===== config.mk =====
export PLATFORM = sky130hd
export DESIGN_NAME = bsl_accum
export DESIGN_NICKNAME = d
export VERILOG_FILES = /design/src/sv/bsl_pkg.sv /design/src/sv/bsl_accum.sv
export SDC_FILE = /design/constraint.sdc
export NUM_CORES = 1
export LEC_CHECK = 0
export ABC_AREA = 1
export BUFFER_PORTS_ARGS = -buffer_cell sky130_fd_sc_hd__buf_2
export CAP_MARGIN = 0
export CELL_PAD_IN_SITES_DETAIL_PLACEMENT = 0
export CELL_PAD_IN_SITES_GLOBAL_PLACEMENT = 2
export CORE_UTILIZATION = 26
export DETAILED_ROUTE_END_ITERATION = 10
export PLACE_DENSITY_LB_ADDON = 0.25
export SLEW_MARGIN = 20
export SYNTH_ARGS = -nofsm -noshare
export SYNTH_HDL_FRONTEND = slang
export SYNTH_SLANG_ARGS = --single-unit

===== constraint.sdc =====
create_clock -name clk -period 5.65 [get_ports clk]
set_input_delay 0.8475 -clock clk [delete_from_list [all_inputs] [get_ports clk]]
set_output_delay 0.8475 -clock clk [all_outputs]
set_load 0.03 [all_outputs]

===== src/sv/bsl_pkg.sv =====
// ----------------------------------------------------------------------------
// bsl_pkg: shared types and constants for the bitonic run length block
// Holds the token that walks the tail cell chain and the fixed field widths.
// ----------------------------------------------------------------------------
package bsl_pkg;

  // Default number of tail cells in each store.
  localparam int unsigned MAX_LEN_DEFAULT = 256;

  // Run length width, wide enough for the largest supported store (4096).
  localparam int unsigned LEN_W = 13;

  // Width of an input value and of the result length.
  localparam int unsigned VALUE_W = 32;
  localparam int unsigned BEST_W  = 9;

  // Largest result length; larger sums saturate here.
  localparam logic [BEST_W-1:0] BEST_MAX = '1;

  // One request travelling down the chain together with its partial results.
  typedef struct packed {
    logic                       valid;
    logic                       last;
    logic signed [VALUE_W-1:0]  key;
    logic                       rise_done;
    logic                       fall_done;
    logic [LEN_W-1:0]           rise_len;
    logic [LEN_W-1:0]           fall_len;
  } token_t;

endpackage


===== src/sv/bsl_accum.sv =====
// ----------------------------------------------------------------------------
// bsl_accum: running maximum and result register
// Takes requests leaving the cell chain, keeps the best sum of both run
// lengths minus one and the overflow mark, and holds the result for output.
// ----------------------------------------------------------------------------
module bsl_accum (
  input  logic                        clk,
  input  logic                        rst,
  input  logic                        advance,
  input  bsl_pkg::token_t             tok,
  output logic                        out_valid,
  input  logic                        out_ready,
  output logic [bsl_pkg::BEST_W-1:0]  out_best,
  output logic                        out_overflow
);

  localparam int unsigned SW = bsl_pkg::LEN_W + 1;

  logic [bsl_pkg::BEST_W-1:0] best;
  logic                       ovf_seen;
  logic [SW-1:0]              sum;
  logic [bsl_pkg::BEST_W-1:0] sum_sat;
  logic [bsl_pkg::BEST_W-1:0] best_next;
  logic                       ovf_next;
  logic                       take;

  // Sum of both lengths minus one, saturated to the result width.
  assign sum     = {1'b0, tok.rise_len} + {1'b0, tok.fall_len} - SW'(1);
  assign sum_sat = (sum > SW'(bsl_pkg::BEST_MAX)) ? bsl_pkg::BEST_MAX
                                                   : sum[bsl_pkg::BEST_W-1:0];
  assign best_next = (sum_sat > best) ? sum_sat : best;
  // A request that never found a cell ran off the end of a store.
  assign ovf_next  = ovf_seen || !tok.rise_done || !tok.fall_done;
  assign take      = advance && tok.valid;

  // Running maximum, cleared once a sequence ends.
  always_ff @(posedge clk) begin
    if (rst) begin
      best     <= '0;
      ovf_seen <= 1'b0;
    end else if (take) begin
      if (tok.last) begin
        best     <= '0;
        ovf_seen <= 1'b0;
      end else begin
        best     <= best_next;
        ovf_seen <= ovf_next;
      end
    end
  end

  // Result register; the chain stalls while a result is held and another is due.
  always_ff @(posedge clk) begin
    if (rst) begin
      out_valid <= 1'b0;
    end else if (take && tok.last) begin
      out_valid <= 1'b1;
    end else if (out_ready) begin
      out_valid <= 1'b0;
    end
  end

  always_ff @(posedge clk) begin
    if (take && tok.last) begin
      out_best     <= best_next;
      out_overflow <= ovf_next;
    end
  end

`ifndef NO_ASSERTIONS
  // The maximum starts over after each sequence.
  a_best_cleared: assert property (@(posedge clk) disable iff (rst)
    (take && tok.last) |=> (best == '0 && !ovf_seen))
    else $error("running maximum not cleared after final request");

  // A new result appears only because a final request left the chain.
  a_result_cause: assert property (@(posedge clk) disable iff (rst)
    $rose(out_valid) |-> $past(take && tok.last))
    else $error("result without final request");

  // A held result is never overwritten before it is taken.
  a_no_overwrite: assert property (@(posedge clk) disable iff (rst)
    (out_valid && !out_ready) |-> !(take && tok.last))
    else $error("pending result overwritten");
`endif

endmodule


==> results.txt <==
- The first global-routing pass estimated ~8.7 mm of wire.
* WP data required: approximately 5700 ps
* Class of the worst hold path: reg -> reg
- In this run the register-to-register setup slack is 3470 ps.
- Number of buffers and inverters on the critical path: 7
- Data on the critical path arrives at its endpoint at 4530 ps.
- For this run, design rule violations remaining after detail routing come to 0.
- In this run the remaining antenna-violating nets after routing total 0.
- Clock sinks: 21
* Synth-to-layout area growth: 17.8%
- The share of the Yosys chip area taken by registers is a little under a quarter.
- Share of cells above drive strength 1: between 15 and 20%
* Overall Power: 515 uW
- Number of setup buffers added after CTS: 0
* Global routing usage summed across all routing layers: about an eighth
- The floorplan step defined a die boundary enclosing approximately 9100 um2.
* Number of max-capacitance violations reported: 0
* Result of the run: finished clean
- The worst hold path was traced through 2 stages.
* Hold path endpoint: best[5]$_SDFFE_PP0P_
- Met1 GRT Util: between 10% and 20%
- The startpoint identified for the worst register-to-register timing path is best[8]$_SDFFE_PP0P_.
- Synth Net Count: about 440
- IR analysis of the VDD net gives a maximum drop of 81.7 uV.
* Path depth of the worst reg2reg path: 9
* Launching element type of the critical path: primary input
- Area of the core: 8340 um2
- Share of the cycle needed by the critical path after routing: between 80% and 90%
- Width of the die: roughly 95 um
* Final nets: ~500
- Overall die height: between 90 and 100 um
- Cell with the most instances on the worst path: sky130_fd_sc_hd__nand2_1
- Before CTS, the worst setup slack after placement is around 830 ps.
- Post-synthesis instance area: around 2300 um2
- At the end of routability-driven placement, the weighted congestion stood at 0.825.
* Count of synthesis-stage warnings from yosys: 0
- Maximum clock skew at final layout: 1.32 ps
- TritonCTS Buffers: 3
* Setup slack of the critical path after layout: 1130 ps
* Count of standard-cell rows: 33
- Clock root cell: sky130_fd_sc_hd__clkbuf_8
* Leftover overflow at the end of global routing: 0
* Number of buffers added on ports: 44
- In this design, the largest share of critical-path delay is due to simple AND/OR/NAND/NOR gates.
- Synthesized flop and latch total: 21
- Leading post-synthesis cells by cell area: sky130_fd_sc_hd__ha_1 19%, sky130_fd_sc_hd__inv_1 15%, sky130_fd_sc_hd__nand2_1 14%, sky130_fd_sc_hd__edfxtp_1 13%, sky130_fd_sc_hd__dfxtp_1 9.7%
- The number of max-slew violations in the final report is 0.
* Highest net fanout along the worst path: 9
* Proportion of netlist area held by the largest area contributor: 18.8%
- TritonCTS built the clock tree.
* Grt peak-use layer: met2
* Most common library cell in the layout ignoring fill and taps: sky130_fd_sc_hd__inv_1
- The worst register-to-register path ends at out_best[0]$_DFFE_PP_.
- PD cells: 193 nW/um2
* Final-layout setup total negative slack: 0 ps
- DP Wirelength: roughly 4.3 mm
- Met3 track demand over resource in global routing: under 10%
- Clock-pin slew on the worst setup and hold paths: approximately 70 ps
- Antenna diode count: 0
- Post-CTS sizing: 0
- The initial antenna violation count came to 0.
- The first detailed-routing pass ran for 4 iterations.
- Setup violations remaining at the end of the flow were counted as 0.
- Met2 routing resource usage after global routing: 20.1%
- Iteration-0 DRC Markers: between 70 and 80
- During I/O placement, the number of pins put on the boundary was 77.
- RSZ-0062 raised after global routing: no
- H-tree levels: 1
* Post-synthesis cell type with the largest combined area: sky130_fd_sc_hd__ha_1
- Averaged over all synthesized cells, the footprint is roughly 6.6 um2.
* Fin. Hold Viols: 0
* Netlist cell types: 27
* Number of instances in the synthesized netlist: around 340
- Vias per Instance: ~4.3
- CTS Buffer Depth: 2
* Insertion delay to the later sink of the worst-skew pair: 250 ps
* Starting utilization of the core area: 27.2%
- Vias in the first global route: around 2,000
- Dividing the detail-routed wire length by the instance count gives a little over 10 um.
- Measured against its own limit, the worst slew margin works out to a little over half.
* Standby leakage power: roughly 0.0014 uW
* Total via count after detailed routing: 2,106
- Post-CTS Hold Fix Bufs: 0
- The worst path in the final design needs a cycle of 4520 ps, including I/O delays and setup.
* Wirelength, routed: 5.05 mm
* Post-layout utilization of the core: 32.0%
- STA classifies the critical path endpoint as a flop.
* Largest net degree at the start of global routing: 12
- The startpoint identified for the worst hold timing path is best[5]$_SDFFE_PP0P_.
* Worst hold-check slack: roughly 470 ps
- Slew of the pin with the lowest slew margin: between 600 and 700 ps
- Number of inserted filler cells in the final layout: between 900 and 1,000
- Class of the most critical setup path: in -> reg
* Most frequent cells in the layout: 93 x sky130_fd_sc_hd__inv_1, 82 x sky130_fd_sc_hd__nand2_1, 44 x sky130_fd_sc_hd__buf_2, 34 x sky130_fd_sc_hd__ha_1, 23 x sky130_fd_sc_hd__nand3_1
- Based on the critical path, the design can be clocked at up to ~0.22 GHz.
- For this design, the slowest cell found on the critical path is sky130_fd_sc_hd__fa_1.
- CP max stage delay: about 400 ps
==> metrics by stage <==
stage	std cells	area, um2
2_1_floorplan	342	2270
3_3_place_gp	491	2630
3_5_place_dp	491	2630
4_1_cts	495	2670
5_1_grt	495	2670
6_report	495	2670
==> synthesized netlist by cell type <==
cell type                  instances
sky130_fd_sc_hd__inv_1            93
sky130_fd_sc_hd__nand2_1          82
sky130_fd_sc_hd__ha_1             34
sky130_fd_sc_hd__nand3_1          23
sky130_fd_sc_hd__a21oi_1          19
sky130_fd_sc_hd__nand4_1          15
sky130_fd_sc_hd__nor2_1           14
sky130_fd_sc_hd__dfxtp_1          11
sky130_fd_sc_hd__edfxtp_1         10
sky130_fd_sc_hd__and2_1            9
sky130_fd_sc_hd__xor2_1            5
sky130_fd_sc_hd__nand2_2           4
sky130_fd_sc_hd__nand3_2           3
sky130_fd_sc_hd__nor2_4            3
sky130_fd_sc_hd__clkbuf_1          2
sky130_fd_sc_hd__inv_2             2
sky130_fd_sc_hd__nand3b_1          2
sky130_fd_sc_hd__nor3_1            2
sky130_fd_sc_hd__a21boi_2          1
sky130_fd_sc_hd__a21o_1            1
sky130_fd_sc_hd__a31oi_1           1
sky130_fd_sc_hd__fa_1              1
sky130_fd_sc_hd__o21ai_0           1
sky130_fd_sc_hd__o21bai_1          1
sky130_fd_sc_hd__or2_1             1
sky130_fd_sc_hd__or2_2             1
sky130_fd_sc_hd__xnor2_1           1
==> worst register-to-register path, stage by stage (launching register included) <==
cell	delay, ps
sky130_fd_sc_hd__dfxtp_1	330
sky130_fd_sc_hd__inv_1	60
sky130_fd_sc_hd__ha_1	310
sky130_fd_sc_hd__a21oi_1	170
sky130_fd_sc_hd__a21boi_2	190
sky130_fd_sc_hd__nand3_1	130
sky130_fd_sc_hd__nand2_2	180
sky130_fd_sc_hd__inv_2	110
sky130_fd_sc_hd__or2_2	300
sky130_fd_sc_hd__and2_1	160
==> how the worst max path moves through the flow <==
stage | startpoint | endpoint | slack [ps] | cells past startpoint
after global routing | tok[1] | out_best[0]$_DFFE_PP_ | 710 | 26
final | tok[1] | out_best[0]$_DFFE_PP_ | 1130 | 27
after global placement | tok[1] | out_best[0]$_DFFE_PP_ | 830 | 25
after CTS | tok[1] | out_best[0]$_DFFE_PP_ | 1090 | 25
after floorplan | tok[1] | out_best[0]$_DFFE_PP_ | 1300 | 26
after detailed placement | tok[1] | out_best[0]$_DFFE_PP_ | 830 | 25
==> area by class of cell <==
cell class | count | area [um2] | share of cell area, %
tap | 105 | 131 | 4.92
clock buffer | 4 | 45.0 | 1.69
multi-input combinational | 224 | 1380 | 51.8
timing repair buffer | 46 | 235 | 8.81
inverter | 95 | 357 | 13.3
sequential | 21 | 520 | 19.5
==> per-layer routing <==
metal | wire length [um] | up-vias | share of wire (%)
li1 | - | 1159 | -
met1 | 2680 | 905 | 53
met2 | 2150 | 38 | 42
met3 | 189 | 4 | 3.7
met4 | 38 | 0 | 0.75
met5 | 0 | - | 0
==> power by group <==
group          internal [uW]  switching [uW]  total, uW
combinational           92.9             156        249
sequential               169            2.69        172
clock                   50.1            43.9       94.0
==> flip-flops by register name (all words and copies together), names as in the netlist <==
name          count
best              9
out_best          9
out_overflow      1
out_valid         1
ovf_seen          1
==> logic make-up after synthesis <==
group           after synthesis  share of synthesized area (%)
flops                        21                           23.0
xor+xnor                      6                           2.32
buf+inv                      97                           16.1
fa+ha+maj                    35                           19.6
simple gates                159                           33.2
compound gates               24                           5.85
No activity file was read; power rests on OpenSTA's default activity.
