### config.mk
export PLATFORM = sky130hd
export DESIGN_NAME = bsl_cell
export DESIGN_NICKNAME = d
export VERILOG_FILES = /design/src/sv/bsl_pkg.sv /design/src/sv/bsl_cell.sv
export SDC_FILE = /design/constraint.sdc
export NUM_CORES = 1
export LEC_CHECK = 0
export ABC_AREA = 0
export BUFFER_PORTS_ARGS = -buffer_cell sky130_fd_sc_hd__buf_2
export CORE_ASPECT_RATIO = 0.8
export CORE_UTILIZATION = 55
export DETAILED_ROUTE_END_ITERATION = 10
export PLACE_DENSITY = 0.81
export SYNTH_ARGS = -nofsm -noshare
export SYNTH_HDL_FRONTEND = slang
export SYNTH_SLANG_ARGS = --single-unit
### constraint.sdc
create_clock -name clk -period 11.7 [get_ports clk]
set_clock_uncertainty 0.1 [all_clocks]
set_input_delay 1.755 -clock clk [delete_from_list [all_inputs] [get_ports clk]]
set_output_delay 1.755 -clock clk [all_outputs]
set_load 0.01 [all_outputs]
### src/sv/bsl_pkg.sv
// ----------------------------------------------------------------------------
// bsl_pkg: shared types and constants for the bitonic run length block
// Holds the token that walks the tail cell chain and the fixed field widths.
// ----------------------------------------------------------------------------
package bsl_pkg;

  // Default number of tail cells in each store.
  localparam int unsigned MAX_LEN_DEFAULT = 256;

  // Run length width, wide enough for the largest supported store (4096).
  localparam int unsigned LEN_W = 13;

  // Width of an input value and of the result length.
  localparam int unsigned VALUE_W = 32;
  localparam int unsigned BEST_W  = 9;

  // Largest result length; larger sums saturate here.
  localparam logic [BEST_W-1:0] BEST_MAX = '1;

  // One request travelling down the chain together with its partial results.
  typedef struct packed {
    logic                       valid;
    logic                       last;
    logic signed [VALUE_W-1:0]  key;
    logic                       rise_done;
    logic                       fall_done;
    logic [LEN_W-1:0]           rise_len;
    logic [LEN_W-1:0]           fall_len;
  } token_t;

endpackage

### src/sv/bsl_cell.sv
// ----------------------------------------------------------------------------
// bsl_cell: one tail cell of both patience stores
// Holds the rising and falling tail of one run length and places a passing
// request when the tail is the first one that does not lie before it.
// ----------------------------------------------------------------------------
module bsl_cell #(
  parameter int unsigned INDEX = 0
) (
  input  logic            clk,
  input  logic            rst,
  input  logic            advance,
  input  bsl_pkg::token_t tok_in,
  output bsl_pkg::token_t tok_out
);

  localparam int unsigned LW = bsl_pkg::LEN_W;
  localparam logic [LW-1:0] CELL_LEN = LW'(INDEX + 1);

  logic                               rise_valid;
  logic                               fall_valid;
  logic signed [bsl_pkg::VALUE_W-1:0] rise_tail;
  logic signed [bsl_pkg::VALUE_W-1:0] fall_tail;

  logic                               rise_valid_next;
  logic                               fall_valid_next;
  logic signed [bsl_pkg::VALUE_W-1:0] rise_tail_next;
  logic signed [bsl_pkg::VALUE_W-1:0] fall_tail_next;
  bsl_pkg::token_t                    tok_next;
  logic                               rise_hit;
  logic                               fall_hit;

  // A request stops in the first cell whose tail is empty or not strictly before it.
  assign rise_hit = !tok_in.rise_done && (!rise_valid || !(rise_tail < tok_in.key));
  assign fall_hit = !tok_in.fall_done && (!fall_valid || !(fall_tail > tok_in.key));

  // Place the request, and let the final request of a sequence empty the cell.
  always_comb begin
    tok_next        = tok_in;
    rise_valid_next = rise_valid;
    fall_valid_next = fall_valid;
    rise_tail_next  = rise_tail;
    fall_tail_next  = fall_tail;
    if (tok_in.valid) begin
      if (rise_hit) begin
        rise_tail_next     = tok_in.key;
        rise_valid_next    = 1'b1;
        tok_next.rise_done = 1'b1;
        tok_next.rise_len  = CELL_LEN;
      end
      if (fall_hit) begin
        fall_tail_next     = tok_in.key;
        fall_valid_next    = 1'b1;
        tok_next.fall_done = 1'b1;
        tok_next.fall_len  = CELL_LEN;
      end
      if (tok_in.last) begin
        rise_valid_next = 1'b0;
        fall_valid_next = 1'b0;
      end
    end
  end

  // Control state of the cell.
  always_ff @(posedge clk) begin
    if (rst) begin
      rise_valid    <= 1'b0;
      fall_valid    <= 1'b0;
      tok_out.valid <= 1'b0;
    end else if (advance) begin
      rise_valid <= rise_valid_next;
      fall_valid <= fall_valid_next;
      tok_out    <= tok_next;
    end
  end

  // Tail values need no reset; they are read only while marked valid.
  always_ff @(posedge clk) begin
    if (advance) begin
      rise_tail <= rise_tail_next;
      fall_tail <= fall_tail_next;
    end
  end

`ifndef NO_ASSERTIONS
  // The final request of a sequence leaves the cell empty for the next one.
  a_last_clears: assert property (@(posedge clk) disable iff (rst)
    (advance && tok_in.valid && tok_in.last) |=> (!rise_valid && !fall_valid))
    else $error("cell not emptied by final request");

  // A request already placed in the rising store keeps its length.
  a_rise_kept: assert property (@(posedge clk) disable iff (rst)
    (advance && tok_in.valid && tok_in.rise_done)
      |=> (tok_out.rise_len == $past(tok_in.rise_len)))
    else $error("placed rising length changed");

  // A request placed here carries this cell's length onward.
  a_rise_len: assert property (@(posedge clk) disable iff (rst)
    (advance && tok_in.valid && rise_hit) |=> (tok_out.rise_done && tok_out.rise_len == CELL_LEN))
    else $error("rising length not set by placing cell");
`endif

endmodule

==> results.json, run 1 <==
{
  "status": "completed",
  "hold_violations": 0,
  "clock_sinks": 128,
  "setup_viol": 0,
  "drc": 0,
  "final_max_slew_viol_count": 0,
  "grt_max_degree": 47,
  "yosysSeqAreaShare": 0.662,
  "synth_top_flop_cell": "edfxtp_1",
  "clk_latency_ps": 410,
  "slowest_delay_ps": 610,
  "fin_crit_sh": 0.387,
  "wl_per_cell_um": 16.3,
  "ys.warnings.count": 0,
  "combPwrFrac": 0.083,
  "synth_compound_area_frac": 0.110,
  "synthAdderAreaFrac": 0.137,
  "cts_setup_buffers": 0,
  "internal_power_w": 0.000898,
  "power.leakage_nw": 3.01,
  "ys_async_sr_fraction": 0,
  "wl_um": 11100,
  "area_delta_synth_final_pct": 23.6,
  "max_clock_freq_ghz": 0.221,
  "drtAntennaViolNets": 0,
  "ys_seq_elements": 128,
  "power_frac_seq": 0.471,
  "yosys.area.top_type": "edfxtp_1",
  "fillCellCount": 743,
  "dp_hpwl_um": 7710,
  "clkPwrFrac": 0.446,
  "multi_input_area_mm2": 0.00174,
  "postCtsHoldBufs": 0,
  "cpMostUsedCell": "nand4_1",
  "startpoint_type": "input port",
  "ff_latch_area_mm2": 0.00381,
  "h-tree-depth": 4,
  "drt_pass1_iterations": 4,
  "cap_violations": 0,
  "yosys.area_share.simple": 0.0545,
  "row_count": 33,
  "die_h_um": 93.6,
  "cp_slowest_cell": "and3_1",
  "synth_top_family_by_area": "adder cells",
  "yosys-top-cells-count": "edfxtp_1, ha_1, inv_1, a21oi_1, nand2_1",
  "rsz0062_at_grt": "false",
  "postPlaceCellArea_mm2": 0.00656,
  "layout-drive-gt1-share": 0.308,
  "critPathKind": "in2reg",
  "core_area_mm2": 0.0102,
  "via_per_inst": 5.27,
  "cts_resized": 0,
  "start_util": 0.565,
  "synth_cell_type_count": 43,
  "synth_cells": 383,
  "synth_edf_count": 125,
  "clk_pin_slew_ps": 50,
  "hold_depth": 2,
  "maxSlewHeadroom": 0.107,
  "synth.avg_cell_area_um2": 15.1,
  "rrSetupSlack_ps": 8350,
  "route.vias.total": 3581,
  "cts_tree": "built",
  "tightest_slew_ps": 1340,
  "hp-class": "reg2reg",
  "gp_congestion": 0.858,
  "reg2reg_from": "rise_tail[15]",
  "muxShareOfSynthArea": 0,
  "holdPathEnd": "tok_out[61]",
  "gr-total-overflow": 0,
  "grt_usage": 0.215,
  "power_density_mw_per_mm2": 159,
  "cts_max_path_buffers": 2,
  "numCtsBuffers": 17,
  "switching_share": 0.206,
  "synth_area_leaders": "edfxtp_1, ha_1, inv_1",
  "nets": 654,
  "tns_ps": 0,
  "ir_worst_vdd_mv": 0.136,
  "synth_most_common_cell": "edfxtp_1",
  "cts-root-buf": "clkbuf_16",
  "fin_area_mm2": 0.00712,
  "io_buffers": 126,
  "die_w_um": 116,
  "p_sw_w": 0.000232,
  "r2r-end": "rise_tail[26]",
  "synth_top_area_frac": 0.651,
  "timing.final.crit_period_ps": 4530,
  "path_cells": "buf_2 -> inv_1 -> ha_1 -> nand4_1 -> nor3_1 -> nand4_1 -> o211ai_1 -> a211o_1 -> and3_1 -> buf_4",
  "synth_nets": 511,
  "required_ps": 11680,
  "grt_pass1_vias": 3534,
  "drt_iter0_drc": 220,
  "cp.arrival_ps": 4510,
  "grt_pass1_wl_um": 16900,
  "rr_worst_depth": 8,
  "path_max_fanout": 21,
  "synthesis.area_mm2": 0.00576,
  "hold_path_startpoint": "tok_out[61]",
  "io_pins": 127,
  "antenna_cells": 0,
  "worstSetupEndpointType": "flip-flop",
  "synth_xor_area_frac": 0,
  "antenna_found_initial": 0,
  "fp.dieArea_mm2": 0.0109
}
logic make-up after synthesis:
family / after synthesis
and+or+nand+nor: 57
AOI/OAI and AO/OA: 84
adders and majority gates: 63
DFF: 128
buffers and inverters: 51
worst max-delay path, delay by kind of cell:
family / cells / cell delay [ps]
AO/OA/AOI/OAI: 2 / 660
adder cells (fa/ha/maj): 1 / 320
buffers and inverters: 3 / 580
AND/OR/NAND/NOR: 4 / 1180
through the flow:
step                power (W)  worst slack [ps]  instances  utilization  hold WS (ps)
floorplan            0.000593              6630        383            -           340
global placement     0.000629              6860        647        0.643           356
detailed placement   0.000634              6780        647        0.643           360
CTS                   0.00114              7200        679        0.699           372
global route          0.00117              6990        679        0.699           403
finish                0.00113              7170        679        0.699           374
final cells by class:
cell class,count,share of cell area
Multi-Input combinational cell,204,0.244
Inverter,45,0.0237
Clock inverter,8,0.0158
Sequential cell,128,0.535
Clock buffer,24,0.0634
Timing Repair Buffer,130,0.0927
Tap cell,140,0.0246
flip-flops by register name (all words and copies together) (netlist names):
register,count
rise_valid,1
rise_tail,32
fall_tail,32
fall_valid,1
tok_out,62
power by group through the flow:
stage | logic (W) | registers, W | clock network (W)
6_report | 0.0000940 | 0.000532 | 0.000503
3_3_place_gp | 0.0000888 | 0.000541 | 0
4_1_cts | 0.0000943 | 0.000533 | 0.000512
3_5_place_dp | 0.0000929 | 0.000541 | 0
5_1_grt | 0.000104 | 0.000534 | 0.000529
2_1_floorplan | 0.0000448 | 0.000549 | 0
layout by cell type, fill, tap and decap left out, types with 4 or more instances in the layout:
cell       count
nand4_1       12
buf_4          4
clkbuf_16     17
nand2_1       14
a21oi_1       22
a21o_1         8
buf_2        126
nor2_1         6
a21boi_0      12
ha_1          63
o21a_1         4
edfxtp_1     125
nor3_1         4
o211ai_1       4
inv_1         45
a31oi_2        9
a31oi_1        4
nand3_1        4
o21ai_0        6
clkbuf_1       7
routing by layer:
layer / vias up / part of all wire / global-route usage
li1: 1765 / - / -
met4: 0 / 0.0088 / 0.0823
met3: 9 / 0.056 / 0.0713
met2: 105 / 0.49 / 0.347
met5: - / 0 / 0
met1: 1702 / 0.44 / 0.269
how the worst max path moves through the flow:
stage	startpoint	to	slack [ps]
finish	tok_in[43]	rise_tail[26]	7170
global route	tok_in[43]	rise_tail[26]	6990
CTS	tok_in[43]	rise_tail[26]	7200
detailed placement	tok_in[43]	rise_tail[18]	6780
global placement	tok_in[42]	fall_tail[18]	6860
floorplan	rst	tok_out[0]	6630
Note: power is estimated with default switching activity, not from simulation.
==> run 2, diff against run 1 <==
Settings changed: CORE_UTILIZATION 55 to 54, PLACE_DENSITY 0.81 to 0.79.
Clock period 11.7 ns to 4.35 ns, I/O delays scaled along.
==> run 2 against run 1 <==
Worst hold slack got worse by 30 ps. Global-route usage increased by 1.0 points. Count of clock-buffer cells in the layout decreased by 4. Cell count increased by 0.15%. Core utilization decreased by 0.85 points. First-iteration DRC count decreased by 12%. Critical path depth unchanged. Clock power increased to 2.6 times the previous value. Critical path type unchanged. Largest cell class unchanged.
==> results.json, run 2 (synthesis results as in run 1) <==
{
  "status": "completed",
  "area_delta_synth_final_pct": 23.6,
  "wl_per_cell_um": 17.2,
  "final_cell_mix": "buf_2, edfxtp_1, ha_1, inv_1, a21oi_1",
  "die_h_um": 94.4,
  "grt_pass1_vias": 3643,
  "maxSlewHeadroom": 0.165,
  "via_per_inst": 5.38,
  "startpoint_type": "input port",
  "final_max_slew_viol_count": 0,
  "start_util": 0.558,
  "grt_pass1_wl_um": 18300,
  "h-tree-depth": 4,
  "ff_latch_area_mm2": 0.00381,
  "row_count": 33,
  "antenna_cells": 0,
  "critPathKind": "in2reg",
  "cp.arrival_ps": 3450,
  "grt_usage": 0.226,
  "wl_um": 11700,
  "io_pins": 127,
  "layout_commonest_cell": "buf_2",
  "power_density_mw_per_mm2": 423,
  "nets": 655,
  "dp.cells": 648,
  "clk_pin_slew_ps": 50,
  "fp.dieArea_mm2": 0.0111,
  "largest_register": "tok_out",
  "holdWs_ps": 343,
  "drtAntennaViolNets": 0,
  "timing.final.crit_period_ps": 3410,
  "rsz0062_at_grt": "false",
  "drt_pass1_iterations": 5,
  "tns_ps": 0,
  "setup_viol": 0,
  "cts-root-buf": "clkbuf_16",
  "cts_max_path_buffers": 2,
  "dp_hpwl_um": 8250,
  "layout-drive-gt1-share": 0.317,
  "core_area_mm2": 0.0103,
  "drt_iter0_drc": 194,
  "total_power_w": 0.00301,
  "clock_sinks": 128,
  "cts_tree": "built",
  "required_ps": 4380,
  "cap_violations": 0,
  "cts_resized": 0,
  "path_max_fanout": 24,
  "route.vias.total": 3660,
  "fin_crit_sh": 0.785,
  "multi_input_area_mm2": 0.00174,
  "io_buffers": 126,
  "stdcell_count": 680,
  "reg_top3": "tok_out (62), fall_tail (32), rise_tail (32)",
  "drc": 0,
  "grt_max_degree": 62,
  "fillCellCount": 722,
  "antenna_found_initial": 0,
  "postCtsHoldBufs": 0,
  "numCtsBuffers": 17,
  "largest_reg_flops": 62,
  "gp_congestion": 0.806,
  "cts_setup_buffers": 0,
  "clk_latency_ps": 410,
  "tightest_slew_ps": 1250,
  "gr-total-overflow": 0,
  "worstSetupEndpointType": "flip-flop",
  "power.leakage_nw": 3.00,
  "die_w_um": 118,
  "hp-class": "in2reg",
  "ir_worst_vdd_mv": 0.413,
  "max_clock_freq_ghz": 0.293,
  "hold_violations": 0
}
run 2: changes by cell type in the layout (fill, tap and decap cells not counted):
| cell | change |
|---|---|
| buf_4 | +1 |
| bufinv_16 | -1 |
| clkbuf_1 | -4 |
| clkinv_2 | +1 |
| clkinv_4 | +1 |
| clkinvlp_4 | +3 |
run 2: per-layer routing:
layer  vias up  global-route usage  wire, µm
met2       143               0.358      5560
met3        12              0.0743       764
li1       1764                   -         -
met5         -                   0         0
met4         0              0.0972       136
met1      1741               0.288      5200
run 2: critical path, cell delays in order:
cell and delay [ps]:
buf_2 110, inv_1 60, ha_1 310, a21oi_1 160
o21ai_0 130, a221o_1 330, o31a_1 320, or4b_4 660
and3_1 380, buf_4 310
run 2: report_power, final:
group          switching [W]  internal, W
sequential         0.0000140      0.00142
combinational       0.000154     0.000104
clock               0.000491     0.000833
total               0.000659      0.00235
run 2: path summary, 6_finish.rpt:
| check | from | endpoint | slack, ps | depth (start not counted) |
|---|---|---|---|---|
| hold reg to reg | fall_valid | fall_valid | 390 | 1 |
| hold / removal | tok_in[60] | tok_out[60] | 340 | 1 |
| setup reg to reg | fall_tail[7] | fall_tail[2] | 980 | 8 |
| setup / recovery | tok_in[35] | fall_tail[2] | 940 | 10 |
run 2: through the flow:
step	cell area, µm²	setup slack (ps)	util
global placement	6570	629	0.636
detailed placement	6570	507	0.636
CTS	7120	951	0.690
finish	7120	937	0.690
floorplan	5760	379	-
global route	7120	835	0.690
run 2: area by class of cell:
| class | count | share of cell area |
|---|---|---|
| well taps | 140 | 0.0246 |
| multi-input cells | 204 | 0.245 |
| clock inverters | 12 | 0.0167 |
| clock buffers | 20 | 0.0613 |
| repair buffers | 131 | 0.0938 |
| inverters | 45 | 0.0237 |
| flip-flops and latches | 128 | 0.535 |
